==> config.mk <==
export PLATFORM = sky130hd
export DESIGN_NAME = yuyv_to_rgb565_centered_blit
export DESIGN_NICKNAME = d
export VERILOG_FILES = /design/src/hdl/yrb_pkg.sv /design/src/hdl/yuyv_to_rgb565_centered_blit.sv /design/src/hdl/yrb_lane.sv
export SDC_FILE = /design/constraint.sdc
export NUM_CORES = 1
export LEC_CHECK = 0
export BUFFER_PORTS_ARGS = -buffer_cell sky130_fd_sc_hd__clkbuf_2
export CAP_MARGIN = 20
export CORE_UTILIZATION = 60
export CTS_BUF_LIST = sky130_fd_sc_hd__clkbuf_8
export DETAILED_ROUTE_END_ITERATION = 10
export GPL_TIMING_DRIVEN = 0
export PLACE_DENSITY_LB_ADDON = 0.2
export SLEW_MARGIN = 30
export SYNTH_ARGS = -nofsm -noshare
export SYNTH_HDL_FRONTEND = slang
export SYNTH_HIERARCHICAL = 1
export SYNTH_SLANG_ARGS = --single-unit
==> constraint.sdc <==
create_clock -name clk -period 12.7 [get_ports clk]
set_clock_uncertainty 0.05 [all_clocks]
set_input_delay 0.635 -clock clk [delete_from_list [all_inputs] [get_ports clk]]
set_output_delay 0.635 -clock clk [all_outputs]
set_load 0.01 [all_outputs]
==> src/hdl/yrb_pkg.sv <==
`timescale 1ns / 1ps
// ----------------------------------------------------------------------------
// yrb_pkg
// Shared types and constants for the YUYV to RGB565 centred blit.
// ----------------------------------------------------------------------------
package yrb_pkg;

  localparam int SIDE_W = 13;
  localparam int CNT_W  = 12;
  localparam int POS_W  = 14;
  localparam int ADDR_W = 24;
  localparam int SUM_W  = 19;

  localparam logic [SIDE_W-1:0] MAX_SIDE = 13'd4096;

  localparam logic [1:0] REG_SCREEN_WIDTH  = 2'd0;
  localparam logic [1:0] REG_SCREEN_HEIGHT = 2'd1;
  localparam logic [1:0] REG_SOURCE_WIDTH  = 2'd2;
  localparam logic [1:0] REG_SOURCE_HEIGHT = 2'd3;

  localparam logic [SIDE_W-1:0] RESET_WIDTH  = 13'd640;
  localparam logic [SIDE_W-1:0] RESET_HEIGHT = 13'd480;

  localparam logic signed [SUM_W-1:0] COEF_Y  = 19'sd298;
  localparam logic signed [SUM_W-1:0] COEF_RV = 19'sd409;
  localparam logic signed [SUM_W-1:0] COEF_GU = 19'sd100;
  localparam logic signed [SUM_W-1:0] COEF_GV = 19'sd208;
  localparam logic signed [SUM_W-1:0] COEF_BU = 19'sd516;
  localparam logic signed [SUM_W-1:0] ROUND   = 19'sd128;
  localparam logic signed [SUM_W-1:0] LUMA_OFFSET   = 19'sd16;
  localparam logic signed [SUM_W-1:0] CHROMA_OFFSET = 19'sd128;

  localparam logic [7:0] RED_MASK   = 8'hF8;
  localparam logic [7:0] GREEN_MASK = 8'hFC;

  typedef struct packed {
    logic [7:0] luma_first;
    logic [7:0] chroma_blue;
    logic [7:0] luma_second;
    logic [7:0] chroma_red;
  } in_t;

  typedef struct packed {
    logic [ADDR_W-1:0] first_address;
    logic [15:0]       first_pixel;
    logic              first_enable;
    logic [ADDR_W-1:0] second_address;
    logic [15:0]       second_pixel;
    logic              second_enable;
    logic              frame_done;
  } out_t;

  typedef struct packed {
    logic [ADDR_W-1:0] address;
    logic [15:0]       pixel;
    logic              enable;
  } lane_res_t;

endpackage

==> src/hdl/yuyv_to_rgb565_centered_blit.sv <==
`timescale 1ns / 1ps
// ----------------------------------------------------------------------------
// yuyv_to_rgb565_centered_blit
// YUYV macropixel stream to two RGB565 pixels with centred screen addresses.
//
// The input channel (in_valid / in_ready / in_data) takes one macropixel
// Y0 U Y1 V per transfer. The output channel (out_valid / out_ready /
// out_data) gives one result per macropixel: screen address, colour and
// write enable for each of the two pixels, plus frame_done on the last
// macropixel of the source frame. Source column and row counters advance
// two columns per transfer and wrap at the end of the frame.
// A result passes through the stage-1 register and then the output register;
// throughput is one macropixel per cycle while the receiver takes results,
// set by the two-stage pipeline with a lane per pixel and one
// address multiplier in each lane.
// A stalled receiver holds the output register and the stage behind it;
// in_ready drops only when both are full.
// Reset empties the pipeline, zeroes the counters and loads the default
// 640 x 480 sizes. The cfg port writes a size register; the user must
// use it only while no transfer is in flight; the block does not enforce this.
// ----------------------------------------------------------------------------
module yuyv_to_rgb565_centered_blit (
  input  logic                        clk,
  input  logic                        rst,
  input  logic                        in_valid,
  output logic                        in_ready,
  input  yrb_pkg::in_t                in_data,
  output logic                        out_valid,
  input  logic                        out_ready,
  output yrb_pkg::out_t               out_data,
  input  logic                        cfg_write,
  input  logic [1:0]                  cfg_index,
  input  logic [yrb_pkg::SIDE_W-1:0]  cfg_data
);

  localparam int SDW = yrb_pkg::SIDE_W;
  localparam int PW  = yrb_pkg::POS_W;
  localparam int CW  = yrb_pkg::CNT_W;

  function automatic logic [SDW-1:0] clamp_side(input logic [SDW-1:0] v);
    clamp_side = (v > yrb_pkg::MAX_SIDE) ? yrb_pkg::MAX_SIDE : v;
  endfunction

  logic [SDW-1:0] screen_width, screen_height, source_width, source_height;
  logic [SDW-1:0] sw, sh, w, h;
  logic signed [PW-1:0] xdiff, ydiff, xhalf, yhalf, xoff, yoff;
  logic signed [PW-1:0] fx, fy;
  logic row_end, frame_end;

  logic [CW-1:0] source_column, source_row;
  logic [CW-1:0] source_column_next, source_row_next;

  logic            s1_valid;
  logic [7:0]      s1_luma_first, s1_luma_second, s1_chroma_blue, s1_chroma_red;
  logic signed [PW-1:0] s1_x, s1_y, s1_x_second;
  logic            s1_frame_end;

  logic out_en, s1_en, in_xfer;
  yrb_pkg::lane_res_t res_first, res_second;

  // configuration registers
  always_ff @(posedge clk) begin
    if (rst) begin
      screen_width  <= yrb_pkg::RESET_WIDTH;
      screen_height <= yrb_pkg::RESET_HEIGHT;
      source_width  <= yrb_pkg::RESET_WIDTH;
      source_height <= yrb_pkg::RESET_HEIGHT;
    end else if (cfg_write) begin
      unique case (cfg_index)
        yrb_pkg::REG_SCREEN_WIDTH:  screen_width  <= cfg_data;
        yrb_pkg::REG_SCREEN_HEIGHT: screen_height <= cfg_data;
        yrb_pkg::REG_SOURCE_WIDTH:  source_width  <= cfg_data;
        yrb_pkg::REG_SOURCE_HEIGHT: source_height <= cfg_data;
        default: ;
      endcase
    end
  end

  assign sw = clamp_side(screen_width);
  assign sh = clamp_side(screen_height);
  assign w  = clamp_side(source_width) & {{(SDW-1){1'b1}}, 1'b0};
  assign h  = clamp_side(source_height);

  // centring offset, halved with truncation toward zero
  assign xdiff = $signed({1'b0, sw}) - $signed({1'b0, w});
  assign ydiff = $signed({1'b0, sh}) - $signed({1'b0, h});
  assign xhalf = xdiff + $signed({{(PW-1){1'b0}}, xdiff[PW-1]});
  assign yhalf = ydiff + $signed({{(PW-1){1'b0}}, ydiff[PW-1]});
  assign xoff  = xhalf >>> 1;
  assign yoff  = yhalf >>> 1;

  assign fx = $signed({{(PW-CW){1'b0}}, source_column}) + xoff;
  assign fy = $signed({{(PW-CW){1'b0}}, source_row}) + yoff;

  assign row_end   = ({1'b0, source_column} + SDW'(2)) >= w;
  assign frame_end = row_end && (({1'b0, source_row} + SDW'(1)) >= h);

  always_comb begin
    source_column_next = source_column + CW'(2);
    source_row_next    = source_row;
    if (row_end) begin
      source_column_next = '0;
      source_row_next    = frame_end ? '0 : source_row + CW'(1);
    end
  end

  // pipeline control
  assign out_en   = !out_valid || out_ready;
  assign s1_en    = !s1_valid || out_en;
  assign in_ready = s1_en;
  assign in_xfer  = in_valid && in_ready;

  always_ff @(posedge clk) begin
    if (rst) begin
      source_column <= '0;
      source_row    <= '0;
      s1_valid      <= 1'b0;
      out_valid     <= 1'b0;
    end else begin
      if (in_xfer) begin
        source_column <= source_column_next;
        source_row    <= source_row_next;
      end
      if (s1_en) begin
        s1_valid <= in_valid;
      end
      if (out_en) begin
        out_valid <= s1_valid;
      end
    end
  end

  always_ff @(posedge clk) begin
    if (in_xfer) begin
      s1_luma_first  <= in_data.luma_first;
      s1_luma_second <= in_data.luma_second;
      s1_chroma_blue <= in_data.chroma_blue;
      s1_chroma_red  <= in_data.chroma_red;
      s1_x           <= fx;
      s1_y           <= fy;
      s1_frame_end   <= frame_end;
    end
  end

  assign s1_x_second = s1_x + PW'(1);

  yrb_lane u_lane_first (
    .luma          (s1_luma_first),
    .chroma_blue   (s1_chroma_blue),
    .chroma_red    (s1_chroma_red),
    .column        (s1_x),
    .row           (s1_y),
    .screen_width  (sw),
    .screen_height (sh),
    .result        (res_first)
  );

  yrb_lane u_lane_second (
    .luma          (s1_luma_second),
    .chroma_blue   (s1_chroma_blue),
    .chroma_red    (s1_chroma_red),
    .column        (s1_x_second),
    .row           (s1_y),
    .screen_width  (sw),
    .screen_height (sh),
    .result        (res_second)
  );

  // merge both lanes into the output register
  always_ff @(posedge clk) begin
    if (out_en && s1_valid) begin
      out_data.first_address  <= res_first.address;
      out_data.first_pixel    <= res_first.pixel;
      out_data.first_enable   <= res_first.enable;
      out_data.second_address <= res_second.address;
      out_data.second_pixel   <= res_second.pixel;
      out_data.second_enable  <= res_second.enable;
      out_data.frame_done     <= s1_frame_end;
    end
  end

endmodule

==> src/hdl/yrb_lane.sv <==
`timescale 1ns / 1ps
// ----------------------------------------------------------------------------
// yrb_lane
// One pixel lane: BT.601 colour conversion to RGB565 and screen placement.
// ----------------------------------------------------------------------------
module yrb_lane (
  input  logic [7:0]                        luma,
  input  logic [7:0]                        chroma_blue,
  input  logic [7:0]                        chroma_red,
  input  logic signed [yrb_pkg::POS_W-1:0]  column,
  input  logic signed [yrb_pkg::POS_W-1:0]  row,
  input  logic [yrb_pkg::SIDE_W-1:0]        screen_width,
  input  logic [yrb_pkg::SIDE_W-1:0]        screen_height,
  output yrb_pkg::lane_res_t                result
);

  localparam int SW = yrb_pkg::SUM_W;

  function automatic logic [7:0] clamp_channel(input logic signed [SW-1:0] sum);
    logic [SW-9:0] hi;
    hi = sum[SW-1:8];
    if (sum[SW-1]) begin
      clamp_channel = 8'd0;
    end else if (hi > (SW-8)'(255)) begin
      clamp_channel = 8'hFF;
    end else begin
      clamp_channel = hi[7:0];
    end
  endfunction

  logic signed [SW-1:0] c, d, e;
  logic signed [SW-1:0] r_sum, g_sum, b_sum;
  logic [7:0] r, g, b;
  logic on_screen;
  logic [yrb_pkg::ADDR_W-1:0] product;
  logic [yrb_pkg::ADDR_W-1:0] address;

  assign c = $signed({{(SW-8){1'b0}}, luma}) - yrb_pkg::LUMA_OFFSET;
  assign d = $signed({{(SW-8){1'b0}}, chroma_blue}) - yrb_pkg::CHROMA_OFFSET;
  assign e = $signed({{(SW-8){1'b0}}, chroma_red}) - yrb_pkg::CHROMA_OFFSET;

  assign r_sum = yrb_pkg::COEF_Y * c + yrb_pkg::COEF_RV * e + yrb_pkg::ROUND;
  assign g_sum = yrb_pkg::COEF_Y * c - yrb_pkg::COEF_GU * d - yrb_pkg::COEF_GV * e
                 + yrb_pkg::ROUND;
  assign b_sum = yrb_pkg::COEF_Y * c + yrb_pkg::COEF_BU * d + yrb_pkg::ROUND;

  assign r = clamp_channel(r_sum);
  assign g = clamp_channel(g_sum);
  assign b = clamp_channel(b_sum);

  // clipping against the visible screen
  assign on_screen = !column[yrb_pkg::POS_W-1] && !row[yrb_pkg::POS_W-1]
                     && (column[yrb_pkg::SIDE_W-1:0] < screen_width)
                     && (row[yrb_pkg::SIDE_W-1:0] < screen_height);

  assign product = yrb_pkg::ADDR_W'(row[yrb_pkg::CNT_W-1:0])
                   * yrb_pkg::ADDR_W'(screen_width);
  assign address = product
                   + yrb_pkg::ADDR_W'(column[yrb_pkg::SIDE_W-1:0]);

  assign result.address = on_screen ? address : '0;
  assign result.enable  = on_screen;
  assign result.pixel   = {r & yrb_pkg::RED_MASK, 8'h00}
                          | {5'b0, g & yrb_pkg::GREEN_MASK, 3'b0}
                          | {11'b0, b[7:3]};

endmodule

==> key figures <==
Run status
  – Status: completed

GRT
  – Total global routing overflow: 0
  – First-pass GRT wire length: 138200 um
  – Largest net degree at the start of global routing: 38
  – GRT Util Overall: 0.2771
  – Initial antenna violation count: 1
  – Vias in the first global route: 27.57k

Setup path
  – Setup CP Type: flip-flop to flip-flop
  – Reg2Reg Depth: 28
  – CP startpoint kind: flip-flop
  – CP max stage cell: nor3b_4
  – Max FO, Critical Path: 12
  – Critical path's largest stage delay: 0.63 ns
  – WP data required: 13.14 ns
  – Crit end category: flip-flop
  – Worst EP arrival: 8.80 ns

CTS
  – Sink Count: 220
  – Clock-pin slew on the worst setup and hold paths: 0.06 ns
  – CTS H-tree depth: 2
  – Clock Path Buffers: 3
  – CTS Buf Count: 43
  – Post-CTS Hold Buffers: 0
  – Worst skew pair latency: about 0.65 ns
  – Post-CTS Resized: 0
  – CTS tree: done
  – Post-CTS Setup Inserts: 0
  – CTS root buf: clkbuf_8

STA
  – Worst-Margin Slew: 1.015 ns
  – Max Clock Freq: between 100 and 150 MHz
  – Final period util: 0.6580
  – Rel. slew slack: 0.3218
  – Crit path time final: 8.356 ns
  – Max-slew violations: 0
  – Unrepaired setup endpoints after global routing: no
  – Hold Vio Cnt, Final: 0
  – Worst setup margin: 4.344 ns
  – Setup TNS Final: 0 ns
  – Endpoints failing setup: 0
  – Hold Slack: 0.1077 ns

Synth
  – Post-synth top area share: 0.2487
  – Cell Area, Synth: 0.03658 mm^2
  – Register area share after synthesis: 0.1598
  – Ys Warns: 6
  – Cells after synthesis: 4010
  – Async set-or-reset flop fraction in the synthesized netlist: 0
  – Main synth FF type: edfxtp_1
  – Synthesized Nets: 5156
  – Flip-flop and latch count after synthesis: between 200 and 250
  – Syn avg cell area: approximately 9.1 um^2
  – Synth area leader: ha_1
  – Unique masters post-synth: 100
  – Synth top area cells: ha_1 25%, fa_1 20%, edfxtp_1 12%
  – Number of enable flip-flop cells after synthesis: about 140

Finish
  – Area of the multi-input gates: 0.02770 mm^2
  – Most frequent cells in the layout: 739 x inv_1, 727 x ha_1, 444 x nand2_1
  – Register Area: 0.005846 mm^2
  – Commonest non-fill, non-tap cell in the layout: inv_1
  – Synth-to-layout area growth: 7.423%
  – Fill cells: 5024
  – NumNets Final: 5345
  – Share of cells above drive strength 1: 0.06285
  – Area of all placed cells without fillers: 0.03929 mm^2

Route
  – Post-route DRC: 0
  – Remaining antenna violation count: 0
  – DRT iter0 DRCs: ~1.9k
  – Routed wire per std cell: 16.86 um
  – Number of vias per cell: 5.595
  – 1st-pass router iterations: 5
  – Vias: 28.07k
  – Drt total wl: 84550 um

Power and ir drop
  – Cell Pwr Density: between 200 and 250 mW/mm^2
  – Leakage power: 20.02 nW
  – Maximum vdd drop: 267.6 uV

Floorplanning
  – Die width: 248.9 um
  – Core area: 0.06025 mm^2
  – Num ports: 137
  – Die Area: 0.06195 mm^2
  – Chip height: 248.9 um
  – Cell Rows: 90
  – Starting Density: 0.6071

Flow run
  – Max-cap violations: 0

Place
  – DP Area: 0.03841 mm^2
  – Gpl congestion: 0.8980
  – Setup WS pre-CTS: 4.255 ns
  – Dpl hpwl: 68790 um
  – Port Buf Inserts: 135

Hold path
  – Worst hold path depth: 1
  – Worst min path class: input port to flip-flop
[worst paths after layout]
| kind | startpoint | slack [ns] | to |
|---|---|---|---|
| hold / removal | in_data[20] | 0.11 | s1_chroma_blue[4] |
| hold reg to reg | s1_frame_end | 0.38 | out_data[0] |
| setup reg to reg | s1_luma_second[4] | 4.34 | out_data[10] |
| setup / recovery | s1_luma_second[4] | 4.34 | out_data[10] |
[cell families after synthesis]
group,Yosys count,share of synthesized area
buf+inv,812,0.08354
flops,220,0.1598
fa+ha+maj,1094,0.4496
mux,6,0.001779
xor+xnor,253,0.06181
simple gates,1018,0.1326
compound gates,607,0.1109
[metal layers]
layer | global-route usage | up-vias | part of all wire
li1 | - | 13630 | -
met1 | 0.3816 | 13450 | 0.45
met2 | 0.4458 | 837 | 0.45
met3 | 0.04859 | 144 | 0.069
met4 | 0.08199 | 0 | 0.028
met5 | 0 | - | 0
[Yosys cell counts, types with 21 or more instances]
cell type / n
inv_1: 722
o21bai_1: 26
o21ai_0: 74
xor2_1: 85
ha_1: 727
dfxtp_1: 76
and2_1: 110
nor2b_1: 54
nand3_1: 48
nor2_1: 166
fa_1: 367
nand3b_1: 21
edfxtp_1: 144
a211oi_1: 24
nand2_1: 444
xnor2_1: 164
and3_1: 22
o21a_1: 50
a21oi_1: 193
nor3_1: 47
a21o_1: 56
nand2b_1: 31
clkbuf_1: 81
[critical path, delay by kind of cell, from the launching register on]
kind                       cells  cell delay, ns
adders and majority gates      9            3.37
AOI/OAI and AO/OA              7            1.80
xor gates and xnor gates       3            1.15
and+or+nand+nor                3            0.84
buffers and inverters          6            0.58
DFF                            1            0.40
[sequential cells by signal, indices dropped and copies added, names as in the netlist, 8 cells and up]
register        flops
s1_luma_first       8
screen_width       13
source_column      11
out_data           83
s1_chroma_blue      8
source_height      13
s1_luma_second      8
source_row         12
screen_height      13
source_width       12
s1_y               14
s1_chroma_red       8
s1_x               14
[final cells by class]
cell class | count | share of cell area
multi-input cells | 2978 | 0.7050
flip-flops and latches | 220 | 0.1488
inverters | 726 | 0.06936
well taps | 782 | 0.02490
repair buffers | 144 | 0.02169
clock buffers | 46 | 0.01611
plain buffers | 86 | 0.008502
clock inverters | 32 | 0.005573
diodes | 2 | 0.0001274
[power by group]
group          internal, mW  switching (mW)
registers             0.950          0.0998
clock network         0.379           0.355
logic                  3.01            3.91
total                  4.34            4.36
[through the flow]
| step | std cells | total power [mW] | util |
|---|---|---|---|
| after floorplan | 4010 | 6.410 | - |
| after global routing | 5015 | 9.726 | 0.6522 |
| final | 5016 | 8.699 | 0.6522 |
| after detailed placement | 4935 | 7.901 | 0.6375 |
| after CTS | 5013 | 8.724 | 0.6516 |
| after global placement | 4927 | 7.769 | 0.6346 |
Power figures use the tool's default switching activity.
